--- src/design/jlf_pkg.sv ---
// jlf_pkg: shared constants, codes and types of the json lines framer
// used by jlf_step, jlf_fifo and json_lines_framer; depends on nothing
`default_nettype none

package jlf_pkg;

  // widths of the line byte counter and of the limit register
  localparam int COUNT_WIDTH = 21;
  localparam int LIMIT_WIDTH = 21;
  localparam int CMP_WIDTH   = (COUNT_WIDTH > LIMIT_WIDTH) ? COUNT_WIDTH : LIMIT_WIDTH;

  localparam logic [LIMIT_WIDTH-1:0] LIMIT_RESET = LIMIT_WIDTH'(1024 * 1024);
  localparam logic [COUNT_WIDTH-1:0] COUNT_MAX   = {COUNT_WIDTH{1'b1}};

  // request commands
  localparam logic [1:0] CMD_DATA  = 2'd0;
  localparam logic [1:0] CMD_FLUSH = 2'd1;
  localparam logic [1:0] CMD_RESET = 2'd2;

  // result kinds
  localparam logic [1:0] KIND_DATA  = 2'd0;
  localparam logic [1:0] KIND_END   = 2'd1;
  localparam logic [1:0] KIND_ABORT = 2'd2;

  // special bytes
  localparam logic [7:0] CH_LF = 8'h0A;
  localparam logic [7:0] CH_CR = 8'h0D;

  // result queue sizing
  localparam int FIFO_DEPTH = 4;
  localparam int PTR_WIDTH  = $clog2(FIFO_DEPTH);
  localparam int FCNT_WIDTH = $clog2(FIFO_DEPTH + 1);

  typedef struct packed {
    logic [1:0] kind;
    logic [7:0] out_byte;
  } result_t;

  // up to two results from one request, r0 first
  typedef struct packed {
    logic [1:0] n;
    result_t    r0;
    result_t    r1;
  } push_t;

endpackage

`default_nettype wire

--- src/design/jlf_fifo.sv ---
// jlf_fifo: small result queue that takes up to two results a cycle and
// gives one while out_ready is high; depends on jlf_pkg
`default_nettype none

module jlf_fifo (
  input  wire logic           clk,
  input  wire logic           rst,
  input  wire jlf_pkg::push_t push,
  output logic                room,
  output logic                out_valid,
  input  wire logic           out_ready,
  output logic [1:0]          kind,
  output logic [7:0]          out_byte
);
  import jlf_pkg::*;

  result_t                mem [FIFO_DEPTH];
  logic [PTR_WIDTH-1:0]   wr_ptr;
  logic [PTR_WIDTH-1:0]   rd_ptr;
  logic [FCNT_WIDTH-1:0]  count;
  logic                   pop;

  assign pop       = out_valid && out_ready;
  assign out_valid = (count != '0);
  assign room      = (count <= FCNT_WIDTH'(FIFO_DEPTH - 2));
  assign kind      = mem[rd_ptr].kind;
  assign out_byte  = mem[rd_ptr].out_byte;

  // storage writes
  always_ff @(posedge clk) begin
    if (push.n != 2'd0) begin
      mem[wr_ptr] <= push.r0;
    end
    if (push.n == 2'd2) begin
      mem[wr_ptr + PTR_WIDTH'(1)] <= push.r1;
    end
  end

  // pointers and fill count
  always_ff @(posedge clk) begin
    if (rst) begin
      wr_ptr <= '0;
      rd_ptr <= '0;
      count  <= '0;
    end else begin
      wr_ptr <= wr_ptr + PTR_WIDTH'(push.n);
      if (pop) begin
        rd_ptr <= rd_ptr + PTR_WIDTH'(1);
      end
      count <= count + FCNT_WIDTH'(push.n) - FCNT_WIDTH'(pop);
    end
  end

endmodule

`default_nettype wire

--- src/design/jlf_step.sv ---
// jlf_step: input register and line state; works one request a cycle into
// up to two results for the queue while the queue has room; depends on jlf_pkg
`default_nettype none

module jlf_step (
  input  wire logic                             clk,
  input  wire logic                             rst,
  input  wire logic                             in_valid,
  output logic                                  in_ready,
  input  wire logic [1:0]                       command,
  input  wire logic [7:0]                       data_byte,
  input  wire logic [jlf_pkg::LIMIT_WIDTH-1:0]  max_line_bytes,
  input  wire logic                             room,
  output jlf_pkg::push_t                        push
);
  import jlf_pkg::*;

  logic                   stage_valid;
  logic [1:0]             stage_cmd;
  logic [7:0]             stage_byte;
  logic                   fire;

  logic [COUNT_WIDTH-1:0] line_count;
  logic [COUNT_WIDTH-1:0] line_count_next;
  logic                   cr_pending;
  logic                   cr_pending_next;
  logic                   frame_started;
  logic                   frame_started_next;
  logic                   over_limit;
  push_t                  res;

  assign fire     = stage_valid && room;
  assign in_ready = !stage_valid || fire;
  assign push     = fire ? res : '0;

  assign over_limit = (max_line_bytes != '0) &&
                      (CMP_WIDTH'(line_count) >= CMP_WIDTH'(max_line_bytes));

  // input register
  always_ff @(posedge clk) begin
    if (rst) begin
      stage_valid <= 1'b0;
    end else if (in_ready) begin
      stage_valid <= in_valid;
    end
  end

  always_ff @(posedge clk) begin
    if (in_ready && in_valid) begin
      stage_cmd  <= command;
      stage_byte <= data_byte;
    end
  end

  // per request line logic
  always_comb begin
    line_count_next    = line_count;
    cr_pending_next    = cr_pending;
    frame_started_next = frame_started;
    res                = '0;
    unique case (stage_cmd)
      CMD_DATA: begin
        priority if (stage_byte == CH_LF) begin
          if (frame_started) begin
            res.n       = 2'd1;
            res.r0.kind = KIND_END;
          end
          line_count_next    = '0;
          cr_pending_next    = 1'b0;
          frame_started_next = 1'b0;
        end else if (over_limit) begin
          if (frame_started) begin
            res.n       = 2'd1;
            res.r0.kind = KIND_ABORT;
          end
          line_count_next    = '0;
          cr_pending_next    = 1'b0;
          frame_started_next = 1'b0;
        end else begin
          if (line_count != COUNT_MAX) begin
            line_count_next = line_count + COUNT_WIDTH'(1);
          end
          // held cr leaves first, then the new byte unless it is a cr
          res.r0.kind     = KIND_DATA;
          res.r0.out_byte = cr_pending ? CH_CR : stage_byte;
          res.r1.kind     = KIND_DATA;
          res.r1.out_byte = stage_byte;
          res.n = 2'(cr_pending) + 2'(stage_byte != CH_CR);
          cr_pending_next = (stage_byte == CH_CR);
          if (cr_pending || stage_byte != CH_CR) begin
            frame_started_next = 1'b1;
          end
        end
      end
      CMD_FLUSH: begin
        if (frame_started) begin
          res.n       = 2'd1;
          res.r0.kind = KIND_END;
        end
        line_count_next    = '0;
        cr_pending_next    = 1'b0;
        frame_started_next = 1'b0;
      end
      CMD_RESET: begin
        if (frame_started) begin
          res.n       = 2'd1;
          res.r0.kind = KIND_ABORT;
        end
        line_count_next    = '0;
        cr_pending_next    = 1'b0;
        frame_started_next = 1'b0;
      end
      default: begin
        res = '0;
      end
    endcase
  end

  // line state
  always_ff @(posedge clk) begin
    if (rst) begin
      line_count    <= '0;
      cr_pending    <= 1'b0;
      frame_started <= 1'b0;
    end else if (fire) begin
      line_count    <= line_count_next;
      cr_pending    <= cr_pending_next;
      frame_started <= frame_started_next;
    end
  end

endmodule

`default_nettype wire

--- src/design/json_lines_framer.sv ---
// json_lines_framer: top level of the ndjson line framer with its limit register
// depends on jlf_pkg, jlf_step and jlf_fifo
//
//   channel  direction  handshake            payload
//   in       input      in_valid/in_ready    command, data_byte
//   out      output     out_valid/out_ready  kind, out_byte
//   cfg      input      cfg_write            cfg_data (max_line_bytes)
//
// one request a cycle; each request passes the input register, and its results
// are written into a four entry result queue as it leaves that register. the
// queue drains one result a cycle; any request is held in the input register
// while the queue has fewer than two free entries. reset clears the queue, the
// line state and sets the limit to 1048576. an output stall backs up into
// in_ready.
`default_nettype none

module json_lines_framer (
  input  wire logic                             clk,
  input  wire logic                             rst,
  input  wire logic                             in_valid,
  output logic                                  in_ready,
  input  wire logic [1:0]                       command,
  input  wire logic [7:0]                       data_byte,
  output logic                                  out_valid,
  input  wire logic                             out_ready,
  output logic [1:0]                            kind,
  output logic [7:0]                            out_byte,
  input  wire logic                             cfg_write,
  input  wire logic [jlf_pkg::LIMIT_WIDTH-1:0]  cfg_data
);
  import jlf_pkg::*;

  logic [LIMIT_WIDTH-1:0] max_line_bytes;
  logic                   room;
  push_t                  push;

  // limit register
  always_ff @(posedge clk) begin
    if (rst) begin
      max_line_bytes <= LIMIT_RESET;
    end else if (cfg_write) begin
      max_line_bytes <= cfg_data;
    end
  end

  // line state and request decode
  jlf_step u_step (
    .clk            (clk),
    .rst            (rst),
    .in_valid       (in_valid),
    .in_ready       (in_ready),
    .command        (command),
    .data_byte      (data_byte),
    .max_line_bytes (max_line_bytes),
    .room           (room),
    .push           (push)
  );

  // result queue
  jlf_fifo u_fifo (
    .clk       (clk),
    .rst       (rst),
    .push      (push),
    .room      (room),
    .out_valid (out_valid),
    .out_ready (out_ready),
    .kind      (kind),
    .out_byte  (out_byte)
  );

endmodule

`default_nettype wire

--- config.mk ---
export PLATFORM = sky130hd
export DESIGN_NAME = json_lines_framer
export DESIGN_NICKNAME = d
export VERILOG_FILES = /design/src/design/jlf_pkg.sv /design/src/design/jlf_fifo.sv /design/src/design/jlf_step.sv /design/src/design/json_lines_framer.sv
export SDC_FILE = /design/constraint.sdc
export NUM_CORES = 1
export LEC_CHECK = 0
export ABC_CLOCK_PERIOD_IN_PS = 5400
export BUFFER_PORTS_ARGS = -buffer_cell sky130_fd_sc_hd__buf_2
export CORE_ASPECT_RATIO = 0.9
export CORE_MARGIN = 2
export CORE_UTILIZATION = 53
export DETAILED_ROUTE_END_ITERATION = 8
export GPL_ROUTABILITY_DRIVEN = 0
export GPL_TIMING_DRIVEN = 0
export HOLD_SLACK_MARGIN = 0.03
export PLACE_DENSITY = 0.77
export SYNTH_ARGS = -nofsm -noshare
export SYNTH_HDL_FRONTEND = slang
export SYNTH_SLANG_ARGS = --single-unit
--- constraint.sdc ---
create_clock -name clk -period 5.4 [get_ports clk]
set_clock_uncertainty 0.05 [all_clocks]
set_input_delay 0.54 -clock clk [delete_from_list [all_inputs] [get_ports clk]]
set_output_delay 0.54 -clock clk [all_outputs]
set_load 0.05 [all_outputs]
==> flow_summary.json <==
{
  "track_usage_pct": 23.8,
  "maxSlewViolCount": 0,
  "synth-edff-count": 42,
  "async_reset_ff_share_pct": 0,
  "start_util_pct": 54.8,
  "end_kind": "flop",
  "coreArea_mm2": 0.0103,
  "min_path_type": "in2reg",
  "area_delta_synth_final_pct": 12.1,
  "p_per_area_mw_per_mm2": 317,
  "fin_nets": 694,
  "nFillCells": 869,
  "maxCapViolCount": 0,
  "grt_pass1_wl_um": 22000,
  "antenna_found_initial": 0,
  "p_total_mw": 2.00,
  "seq_area_frac_synth_pct": 44.4,
  "dpl_cell_area_mm2": 0.00603,
  "syn_area_mm2": 0.00564,
  "arrival_ns": 4.19,
  "slew_headroom_pct": 29.6,
  "first_pass_iters": 5,
  "worstHoldPathCells": 1,
  "period_share_pct": 74.4,
  "crit_path_max_fanout": 9,
  "dieArea_mm2": 0.0115,
  "hp-start": "data_byte[2]",
  "cts.path.max_buffers": 2,
  "drc": 0,
  "place_ws_ns": 1.47,
  "dp_cells": 743,
  "routed_wl_um": 13200,
  "cts_resized": 0,
  "postSynthCellCount": 568,
  "tightest_slew_ns": 1.05,
  "hold_ws_ns": 0.309,
  "gr-total-overflow": 0,
  "grt_pass1_vias": 4692,
  "ys_ff_latch": 104,
  "ys_types": 55,
  "clock_sinks": 104,
  "crit_start": "max_line_bytes[5]$_SDFFE_PP0P_",
  "setup_viol": 0,
  "hpwl_um": 10100,
  "clk_latency_ns": 0.35,
  "finalCriticalPeriod_ns": 4.02,
  "max_freq_ghz": 0.249,
  "max-vdd-ir-drop_v": 0.000267,
  "drt-vias-per-instance": 6.18,
  "vias": 4692,
  "synth_top_flop_cell": "dfxtp_1",
  "postCtsSetupRepairBufs": 0,
  "tritoncts": "done",
  "final_area_mm2": 0.00632,
  "fin_cells": 759,
  "syn-num-nets": 637,
  "tns_ns": 0,
  "portBuffers": 46,
  "reg2reg_depth": 14,
  "diodes": 0,
  "status": "complete, no violations",
  "p_leak_nw": 2.29,
  "reg2reg_from": "max_line_bytes[5]$_SDFFE_PP0P_",
  "die_w_um": 113,
  "postCtsHoldBufs": 0,
  "antenna_left": 0,
  "drt_iter0_markers": 235,
  "required_ns": 5.58,
  "grt_max_degree": 21,
  "rows": 35,
  "rsz0062_at_grt": "no",
  "fin_ws_ns": 1.38,
  "wl_per_cell_um": 17.4,
  "final_util_pct": 61.4,
  "hold_viol_final": 0,
  "io_pins": 48,
  "ctsHtreeMaxLevel": 3,
  "drive_gt1_share_pct": 13.7,
  "die_height_um": 102,
  "cts_made_buffers": 9,
  "clk_pin_slew_ns": 0.07,
  "cts-root-buf": "clkbuf_16",
  "syn_area_per_cell_um2": 9.92,
  "worstSetupPathType": "reg2reg",
  "yosysWarnings": 0,
  "startpoint_type": "flop"
}
final cells by class:
cell class	count	area [um^2]	share of cell area [%]
inverter	46	173	2.73
multi-input combinational	385	2830	44.9
tap	129	161	2.55
timing repair buffer	46	230	3.64
clock inverter	7	66.3	1.05
clock buffer	9	225	3.56
buffer	33	126	2.00
sequential	104	2500	39.6
Yosys cell counts (3+ instances only):
cell | count | share of area [%]
buf_1 | 5 | 0.33
nor2_1 | 37 | 2.5
nand4_1 | 13 | 1.4
o211ai_1 | 9 | 1.2
inv_1 | 46 | 3.1
o31ai_1 | 14 | 1.9
o21ai_1 | 3 | 0.27
and4_1 | 3 | 0.47
nor4_1 | 8 | 0.89
a221oi_1 | 9 | 1.4
a21o_1 | 3 | 0.40
a211oi_1 | 15 | 2.0
dfxtp_1 | 62 | 22
or3_1 | 10 | 1.1
o21a_1 | 4 | 0.53
clkbuf_1 | 26 | 1.7
a21oi_1 | 52 | 4.6
nand3_1 | 16 | 1.4
a32o_1 | 3 | 0.53
and3_1 | 6 | 0.67
edfxtp_1 | 42 | 22
mux4_2 | 10 | 4.0
nor2b_1 | 3 | 0.33
nor3_1 | 6 | 0.53
o21ai_0 | 10 | 0.89
o2111ai_1 | 9 | 1.4
and2_1 | 8 | 0.89
ha_1 | 32 | 7.1
xnor2_1 | 5 | 0.78
mux2i_1 | 20 | 3.6
nand2_1 | 37 | 2.5
or4_1 | 12 | 1.6
flip-flops by register name (all words and copies together) (netlist names), named ones only:
register and cells:
u_step.stage_cmd 2, u_fifo.count 3, u_fifo.rd_ptr 2, u_step.stage_byte 8, max_line_bytes 21, u_fifo.mem 40
u_step.cr_pending 1, u_step.line_count 21, u_step.stage_valid 1, u_fifo.wr_ptr 2, u_step.frame_started 1
cells in the final DEF, fill, tap and decap left out, types with 3 or more instances in the layout:
| master | count |
|---|---|
| or4_1 | 12 |
| nor2b_1 | 3 |
| nor2_1 | 37 |
| or3_1 | 10 |
| a21oi_1 | 52 |
| o21ai_1 | 3 |
| edfxtp_1 | 42 |
| dfxtp_1 | 62 |
| a221oi_1 | 9 |
| o31ai_1 | 14 |
| a21o_1 | 3 |
| mux2i_1 | 20 |
| o211ai_1 | 9 |
| buf_1 | 5 |
| and3_1 | 6 |
| nand2_1 | 37 |
| a211oi_1 | 15 |
| and2_1 | 8 |
| nor4_1 | 8 |
| clkbuf_1 | 26 |
| nand4_1 | 13 |
| and4_1 | 3 |
| a32o_1 | 3 |
| o21ai_0 | 10 |
| nor3_1 | 6 |
| clkbuf_16 | 9 |
| nand3_1 | 16 |
| mux4_2 | 10 |
| xnor2_1 | 5 |
| o21a_1 | 4 |
| ha_1 | 32 |
| buf_2 | 48 |
| o2111ai_1 | 9 |
| inv_1 | 46 |
| inv_8 | 3 |
power breakdown:
part | switching (mW) | internal [mW] | leakage (nW)
logic | 0.299 | 0.166 | 1.26
registers | 0.0383 | 0.861 | 0.889
clock network | 0.314 | 0.326 | 0.138
worst max-delay path, stage by stage (launching register included):
cell and delay (ns):
dfxtp_1 0.33, nor4_1 0.29, nand4_1 0.17, nor3_1 0.87, o31ai_1 0.23, a2bb2oi_1 0.52, a21o_1 0.19, ha_1 0.22
inv_1 0.05, ha_1 0.13, inv_1 0.05, fa_1 0.37, xnor2_1 0.21, xnor2_1 0.15, nor2_1 0.05
final timing paths:
check | endpoint | slack, ns
max | u_fifo.count[2]$_SDFF_PP0_ | 1.38
min | u_step.stage_byte[2]$_DFFE_PP_ | 0.31
max reg2reg | u_fifo.count[2]$_SDFF_PP0_ | 1.38
min reg2reg | max_line_bytes[9]$_SDFFE_PP0P_ | 0.45
logic make-up (layout without fill, tap and decap cells):
group / count (synthesis) / after routing / share of synthesized area [%]
xor gates and xnor gates: 6 / 6 / 0.932
adders and majority gates: 33 / 33 / 7.46
DFF: 104 / 104 / 44.4
and+or+nand+nor: 165 / 165 / 15.0
buffers and inverters: 79 / 141 / 5.31
muxes: 30 / 30 / 7.55
AOI/OAI and AO/OA: 151 / 151 / 19.4
metal layers:
metal / global-route usage (%) / up-vias / part of all wire [%]
met3: 4.15 / 34 / 5.4
met2: 43.7 / 172 / 51
met1: 28.0 / 2214 / 41
met5: 0 / - / 0
met4: 9.57 / 0 / 2.8
li1: - / 2272 / -
Note: power is estimated with default switching activity, not from simulation.
